### config.mk
export PLATFORM = sky130hd
export DESIGN_NAME = black_to_alpha_pixel
export DESIGN_NICKNAME = d
export VERILOG_FILES = /design/src/sv/bta_pkg.sv /design/src/sv/black_to_alpha_pixel.sv /design/src/sv/bta_front.sv /design/src/sv/bta_div_stage.sv /design/src/sv/bta_out.sv
export VERILOG_INCLUDE_DIRS = /design/src /design/src/sv
export SDC_FILE = /design/constraint.sdc
export NUM_CORES = 1
export LEC_CHECK = 0
export BUFFER_PORTS_ARGS = -buffer_cell sky130_fd_sc_hd__buf_2
export CORE_ASPECT_RATIO = 1.2
export CORE_MARGIN = 3
export CORE_UTILIZATION = 25
export DETAILED_ROUTE_END_ITERATION = 12
export GPL_ROUTABILITY_DRIVEN = 1
export GPL_TIMING_DRIVEN = 0
export PLACE_DENSITY = 0.43
export SETUP_SLACK_MARGIN = 0.3
export SLEW_MARGIN = 30
export SYNTH_ARGS = -nofsm -noshare
export SYNTH_HDL_FRONTEND = slang
export SYNTH_SLANG_ARGS = --single-unit
### constraint.sdc
create_clock -name clk -period 8.9 [get_ports clk]
set_input_delay 0 -clock clk [delete_from_list [all_inputs] [get_ports clk]]
set_output_delay 0 -clock clk [all_outputs]
set_load 0.1 [all_outputs]
### src/sv/black_to_alpha_pixel_defines.svh
// Assertion macros for the file that checks the pixel pipeline.
// Each macro expects clk and rst to be visible where it is used.
`ifndef BLACK_TO_ALPHA_PIXEL_DEFINES_SVH
`define BLACK_TO_ALPHA_PIXEL_DEFINES_SVH

// Checks that a trigger is followed by a property starting in the same cycle.
`define BTA_ASSERT_IMPL(label, trig, cons) \
  label: assert property (@(posedge clk) disable iff (rst) (trig) |-> (cons)) \
    else $error("black_to_alpha_pixel: check failed");

// Checks that a trigger is followed by a property starting in the next cycle.
`define BTA_ASSERT_NEXT(label, trig, cons) \
  label: assert property (@(posedge clk) disable iff (rst) (trig) |=> (cons)) \
    else $error("black_to_alpha_pixel: check failed");

`endif

### src/sv/bta_pkg.sv
`timescale 1ns / 1ps
`default_nettype none

package bta_pkg;

  // Channel geometry.
  localparam int CHAN_W    = 8;
  localparam int NUM_CHAN  = 3;
  localparam int PROD_W    = 2 * CHAN_W;

  // The 8 quotient bits are split evenly over the divider stages.
  localparam int DIV_STAGES     = 4;
  localparam int BITS_PER_STAGE = CHAN_W / DIV_STAGES;

  localparam logic [CHAN_W-1:0] FULL_SCALE = 8'hFF;

  // How an item is finished at the output.
  localparam logic [1:0] MODE_PASS  = 2'd0;
  localparam logic [1:0] MODE_BLACK = 2'd1;
  localparam logic [1:0] MODE_SCALE = 2'd2;

  // One item as it moves down the pipeline.
  typedef struct packed {
    logic                             valid;
    logic [1:0]                       mode;
    logic [CHAN_W-1:0]                divisor;
    logic [CHAN_W-1:0]                alpha;
    logic [NUM_CHAN-1:0][CHAN_W-1:0]  raw;
    logic [NUM_CHAN-1:0][CHAN_W-1:0]  rem;
    logic [NUM_CHAN-1:0][CHAN_W-1:0]  low;
  } bta_item_t;

endpackage

`default_nettype wire

### src/sv/black_to_alpha_pixel.sv
// An accepted item passes the front register, the four divider stage registers and the
// output register, and then has its result on the output ports with done high.
// Throughput: one item per clock; the pipeline never stalls, so busy is only high in reset.
// The depth is set by the divider, which resolves two quotient bits in each of four stages.
// Reset (rst, synchronous, active high) clears every valid bit; no item is lost after it.
`timescale 1ns / 1ps
`default_nettype none
`include "black_to_alpha_pixel_defines.svh"

module black_to_alpha_pixel
  import bta_pkg::*;
(
  input  wire logic                 clk,
  input  wire logic                 rst,
  input  wire logic                 start,
  output logic                      busy,
  input  wire logic [CHAN_W-1:0]    in_red,
  input  wire logic [CHAN_W-1:0]    in_green,
  input  wire logic [CHAN_W-1:0]    in_blue,
  input  wire logic [CHAN_W-1:0]    in_alpha,
  output logic                      done,
  output logic [CHAN_W-1:0]         out_red,
  output logic [CHAN_W-1:0]         out_green,
  output logic [CHAN_W-1:0]         out_blue,
  output logic [CHAN_W-1:0]         out_alpha
);

  bta_item_t stage [DIV_STAGES+1];
  logic      accept;

  // The pipeline always moves, so items are refused only while in reset.
  assign busy   = rst;
  assign accept = start && !busy;

  // Maximum search and dividend setup.
  bta_front u_front (
    .clk      (clk),
    .rst      (rst),
    .in_valid (accept),
    .red      (in_red),
    .green    (in_green),
    .blue     (in_blue),
    .alpha    (in_alpha),
    .item     (stage[0])
  );

  // Divider stages.
  for (genvar i = 0; i < DIV_STAGES; i++) begin : g_div
    bta_div_stage u_div (
      .clk      (clk),
      .rst      (rst),
      .in_item  (stage[i]),
      .out_item (stage[i+1])
    );
  end

  // Result selection and output register.
  bta_out u_out (
    .clk   (clk),
    .rst   (rst),
    .item  (stage[DIV_STAGES]),
    .done  (done),
    .red   (out_red),
    .green (out_green),
    .blue  (out_blue),
    .alpha (out_alpha)
  );

  // An accepted item enters the front stage on the next cycle.
  `BTA_ASSERT_NEXT(a_front_loaded, accept, stage[0].valid)

  // Every accepted item comes out exactly at the pipeline latency.
  `BTA_ASSERT_IMPL(a_item_delivered, accept, ##6 done)

  // An opaque pixel always leaves with at least one channel at full scale.
  `BTA_ASSERT_IMPL(a_full_scale, accept && (in_alpha == FULL_SCALE),
                   ##6 (out_red == FULL_SCALE || out_green == FULL_SCALE ||
                        out_blue == FULL_SCALE))

endmodule

`default_nettype wire

### src/sv/bta_front.sv
`timescale 1ns / 1ps
`default_nettype none

module bta_front
  import bta_pkg::*;
(
  input  wire logic                 clk,
  input  wire logic                 rst,
  input  wire logic                 in_valid,
  input  wire logic [CHAN_W-1:0]    red,
  input  wire logic [CHAN_W-1:0]    green,
  input  wire logic [CHAN_W-1:0]    blue,
  input  wire logic [CHAN_W-1:0]    alpha,
  output bta_item_t                 item
);

  bta_item_t         item_next;
  logic [CHAN_W-1:0] max_rg;
  logic [CHAN_W-1:0] mx;
  logic [PROD_W-1:0] dividend [NUM_CHAN];

  // Find the largest color channel.
  always_comb begin
    max_rg = (green > red) ? green : red;
    mx     = (blue > max_rg) ? blue : max_rg;
  end

  // Form 255 * channel as (channel << 8) - channel and seed the divider.
  // When the divisor is not zero, the upper byte is below it, so only 8 quotient bits remain.
  always_comb begin
    item_next.valid   = in_valid && !rst;
    item_next.divisor = mx;
    item_next.raw     = {blue, green, red};
    dividend[0]       = {red, {CHAN_W{1'b0}}} - {{CHAN_W{1'b0}}, red};
    dividend[1]       = {green, {CHAN_W{1'b0}}} - {{CHAN_W{1'b0}}, green};
    dividend[2]       = {blue, {CHAN_W{1'b0}}} - {{CHAN_W{1'b0}}, blue};
    for (int c = 0; c < NUM_CHAN; c++) begin
      item_next.rem[c] = dividend[c][PROD_W-1:CHAN_W];
      item_next.low[c] = dividend[c][CHAN_W-1:0];
    end
    if (alpha != FULL_SCALE) begin
      item_next.mode  = MODE_PASS;
      item_next.alpha = alpha;
    end else if (mx == '0) begin
      item_next.mode  = MODE_BLACK;
      item_next.alpha = '0;
    end else begin
      item_next.mode  = MODE_SCALE;
      item_next.alpha = mx;
    end
  end

  // Stage register; the valid bit is cleared in reset, the data is not.
  always_ff @(posedge clk) begin
    item <= item_next;
  end

endmodule

`default_nettype wire

### src/sv/bta_div_stage.sv
`timescale 1ns / 1ps
`default_nettype none

module bta_div_stage
  import bta_pkg::*;
(
  input  wire logic       clk,
  input  wire logic       rst,
  input  wire bta_item_t  in_item,
  output bta_item_t       out_item
);

  bta_item_t         item_next;
  logic [CHAN_W:0]   trial;
  logic [CHAN_W:0]   diff;
  logic              qbit;

  // Restoring division: two quotient bits per stage for all three channels.
  // Quotient bits shift into the low byte as the dividend bits shift out.
  always_comb begin
    item_next = in_item;
    trial     = '0;
    diff      = '0;
    qbit      = 1'b0;
    for (int c = 0; c < NUM_CHAN; c++) begin
      for (int s = 0; s < BITS_PER_STAGE; s++) begin
        trial = {item_next.rem[c], item_next.low[c][CHAN_W-1]};
        diff  = trial - {1'b0, item_next.divisor};
        qbit  = (trial >= {1'b0, item_next.divisor});
        item_next.low[c] = {item_next.low[c][CHAN_W-2:0], qbit};
        item_next.rem[c] = qbit ? diff[CHAN_W-1:0] : trial[CHAN_W-1:0];
      end
    end
    item_next.valid = in_item.valid && !rst;
  end

  // Stage register; the valid bit is cleared in reset, the data is not.
  always_ff @(posedge clk) begin
    out_item <= item_next;
  end

endmodule

`default_nettype wire

### src/sv/bta_out.sv
`timescale 1ns / 1ps
`default_nettype none

module bta_out
  import bta_pkg::*;
(
  input  wire logic               clk,
  input  wire logic               rst,
  input  wire bta_item_t          item,
  output logic                    done,
  output logic [CHAN_W-1:0]       red,
  output logic [CHAN_W-1:0]       green,
  output logic [CHAN_W-1:0]       blue,
  output logic [CHAN_W-1:0]       alpha
);

  logic [NUM_CHAN-1:0][CHAN_W-1:0] rgb_next;

  // Pick the finished colors according to how the item was classified.
  always_comb begin
    case (item.mode)
      MODE_PASS:  rgb_next = item.raw;
      MODE_BLACK: rgb_next = {NUM_CHAN{FULL_SCALE}};
      MODE_SCALE: rgb_next = item.low;
      default:    rgb_next = item.raw;
    endcase
  end

  // Output register; the strobe is reset, the pixel is not.
  always_ff @(posedge clk) begin
    if (rst) begin
      done <= 1'b0;
    end else begin
      done <= item.valid;
    end
    red   <= rgb_next[0];
    green <= rgb_next[1];
    blue  <= rgb_next[2];
    alpha <= item.alpha;
  end

endmodule

`default_nettype wire

==> results.py <==
metrics = {
    "run_status": {
        "status": "finished, final reports clean",
    },
    "layout": {
        "finalNetCount": 2422,
        "stdcell_count": 3214,
        "nFillCells": 8140,
        "drive_above_1_share": 0.128,
        "synthToLayoutAreaGrowth_pct": 18.0,
    },
    "critical_path": {
        "cp-end-kind": "flop",
        "cp.arrival_ps": 5640,
        "r2r_end": "g_div[0].u_div.out_item[37]",
        "start_kind": "flop",
        "critPathCapture": "g_div[0].u_div.out_item[37]",
        "critical_path_required_ps": 9360,
        "crit-reg2reg-launch": "u_front.item[81]",
        "worstSetupStartpoint": "u_front.item[81]",
        "critical_path_class": "flop to flop",
        "regToRegSetupSlack_ps": 3720,
        "crit_fanout": 12,
        "r2r_cells": 15,
    },
    "sta": {
        "fmaxAchievable_mhz": 193,
        "fin_crit_ps": 5180,
        "hold_violations": 0,
        "setup_viol": 0,
        "slew_violations": 0,
        "min_period_over_period": 0.582,
        "slew_headroom": 0.479,
        "tns_ps": 0,
        "fin_skew_ps": 12.9,
        "rsz0062_at_grt": "false",
        "tightest_slew_ps": 780,
    },
    "clock_network": {
        "clk_pin_slew_ps": 60,
        "cts_tree": "built",
        "worst_skew_pair.late_latency_ps": 580,
        "clkSinkCount": 444,
        "cts_root_buf": "clkbuf_16",
        "cts_max_level": 2,
        "cts_buffer_depth": 3,
        "numCtsBuffers": 46,
    },
    "yosys": {
        "ys.warnings.count": 0,
        "synth-edff-count": 0,
        "synth_flop_cell": "dfxtp_1",
        "synth_compound_area_frac": 0.150,
        "synth_top_family_by_area": "adder cells",
        "syn_area_um2": 20000,
        "ys_types": 72,
        "synthesis.instances": 2001,
        "syn_nets": 2270,
        "synth-adder-area-share": 0.154,
        "yosysSeqAreaShare": 0.445,
        "synthSimpleGateAreaFrac": 0.110,
        "syn_area_per_cell_um2": 9.99,
        "synthMuxAreaShare": 0.0617,
        "synth-seq-cells": 444,
        "synthXorXnorAreaFrac": 0.0451,
        "async_flop_share": 0,
    },
    "floorplanning": {
        "die_area_um2": 83400,
        "io_pins": 69,
        "core_area_um2": 78500,
        "die_x_um": 264,
        "start_util": 0.255,
        "rows": 112,
        "die_y_um": 316,
    },
    "grt": {
        "grt-ovfl-total": 0,
        "grt_first_pass_wirelength_mm": 81.3,
        "grt_antenna_before_repair": 0,
        "grt_usage": 0.124,
        "grt_pass1_vias": 14600,
        "grt_max_degree": 16,
    },
    "power": {
        "swShare": 0.400,
        "power.density_nw_per_um2": 469,
        "peakVddDrop_v": 0.000158,
        "cell_internal_pwr_mw": 6.64,
        "clkPwrFrac": 0.179,
        "switching_power_mw": 4.43,
        "p_leak_nw": 10.2,
        "p_seq_frac": 0.245,
        "p_comb_frac": 0.575,
    },
    "placed_design": {
        "gp_congestion": 0.824,
        "dp.cells": 3095,
        "hpwl_mm": 41.7,
        "io_buffers": 68,
    },
    "routing": {
        "ant_nets": 0,
        "dr_total_vias": 14200,
        "wl_per_cell_um": 16.2,
        "vias_per_cell": 4.40,
        "drt_wl_total_mm": 52.0,
        "first_iter_violations": 577,
        "route.detailed.drc": 0,
        "drt_first_pass_iters": 5,
    },
    "hold_path": {
        "hold_class": "input pin to flop",
        "hp-start": "in_red[7]",
    },
    "run": {
        "cap_violations": 0,
    },
}
==> worst max-delay path, stage by stage (launching register included) <==
cell,delay (ps)
dfxtp_1,350
inv_1,590
ha_1,380
nor2b_1,150
o31ai_1,390
a21oi_1,250
o21ai_1,580
inv_1,220
mux2i_1,340
inv_1,90
ha_1,360
nand4_1,140
nor2_1,70
a311oi_1,360
a21boi_4,400
mux2_2,380
==> how the worst min path moves through the flow <==
stage / depth (start not counted) / slack, ps / end
2_1_floorplan: 0 / 30 / u_front.item[48]
3_3_place_gp: 1 / 140 / u_front.item[55]
3_5_place_dp: 1 / 140 / u_front.item[55]
4_1_cts: 2 / 60 / u_front.item[55]
5_1_grt: 2 / 60 / u_front.item[55]
6_report: 2 / 90 / u_front.item[55]
==> flip-flops by register name, indices dropped and copies added, names as in the netlist <==
signal,count
u_front.item,88
u_out.red,8
g_div.u_div.out_item,323
u_out.blue,8
u_out.alpha,8
u_out.done,1
u_out.green,8
==> cell usage after synthesis, drive strengths merged, types with 5 or more instances <==
cell / instances / area share
a211oi: 16 / 0.0060
a21boi: 6 / 0.0028
a21o: 36 / 0.014
a21oi: 147 / 0.038
a31o: 5 / 0.0022
a31oi: 5 / 0.0023
and2: 9 / 0.0028
and3: 8 / 0.0025
buf: 10 / 0.0031
clkbuf: 20 / 0.0038
dfxtp: 444 / 0.44
fa: 21 / 0.021
ha: 213 / 0.13
inv: 142 / 0.027
mux2: 92 / 0.052
mux2i: 19 / 0.0095
nand2: 131 / 0.025
nand2b: 18 / 0.0056
nand3: 22 / 0.0055
nand4: 33 / 0.010
nor2: 131 / 0.025
nor2b: 40 / 0.013
nor3: 25 / 0.0063
nor4: 8 / 0.0025
o211ai: 11 / 0.0041
o21a: 35 / 0.013
o21ai: 135 / 0.034
o21bai: 15 / 0.0056
o31a: 6 / 0.0026
o31ai: 10 / 0.0038
or2: 10 / 0.0031
or3: 12 / 0.0038
or4: 5 / 0.0021
xnor2: 76 / 0.033
xor2: 27 / 0.012
==> repair_timing <==
action | 4_1_cts | 5_1_grt
hold endpoints to repair | 92 | 0
hold buffers | 36 | 0
buffers inserted | 0 | 0
resized for setup | 0 | 0
==> through the flow <==
step	setup WS [ps]	area, um2	total power, mW	utilization	hold WS (ps)
2_1_floorplan	4910	20000	7.72	-	27.7
6_report	3720	23600	11.1	0.301	91.4
3_5_place_dp	3830	21600	9.11	0.275	144
5_1_grt	3400	23600	12.1	0.301	56.9
3_3_place_gp	3870	21600	9.05	0.275	141
4_1_cts	3800	23600	11.2	0.301	62.5
==> power groups by stage <==
stage / registers (mW) / logic [mW] / clock network (mW)
final: 2.72 / 6.37 / 1.99
after global routing: 2.76 / 7.18 / 2.13
after CTS: 2.73 / 6.41 / 2.05
after detailed placement: 2.77 / 6.33 / 0
after global placement: 2.77 / 6.28 / 0
after floorplan: 2.70 / 5.02 / 0
==> placed cells by master, fill, tap and decap left out, types with 25 or more instances in the layout <==
cell           Yosys  routed
dfxtp_1          444     444
ha_1             213     213
a21oi_1          143     143
inv_1            142     142
nor2_1           131     131
nand2_1          130     130
o21ai_0          129     129
mux2_2            90      90
xnor2_1           76      76
buf_2              5      73
clkbuf_16          0      47
nor2b_1           40      40
a21o_1            36      36
dlygate4sd3_1      0      36
o21a_1            35      35
nand4_1           33      33
xor2_1            27      27
nor3_1            25      25
==> per-layer routing <==
metal  wire (um)  vias to the layer above  track usage
li1            -                     7349            -
met5           0                        -            0
met4        2160                        0       0.0542
met1       22100                     6533        0.140
met3        1110                       91       0.0160
met2       26600                      180        0.234
==> cell families after synthesis <==
| family | count (synthesis) |
|---|---|
| fa+ha+maj | 234 |
| flops | 444 |
| compound gates | 476 |
| mux | 111 |
| buf+inv | 172 |
| xor+xnor | 103 |
| simple gates | 461 |
==> area by class of cell <==
cell class	instances	area, um2	area share
tap	1026	1280	0.0544
multi-input combinational	1385	10400	0.442
antenna	1	2.50	0.000106
timing repair buffer	104	701	0.0297
clock inverter	24	312	0.0132
inverter	142	533	0.0226
sequential	444	8890	0.377
clock buffer	58	1310	0.0554
buffer	30	139	0.00589
Note: power is estimated with default switching activity, not from simulation.
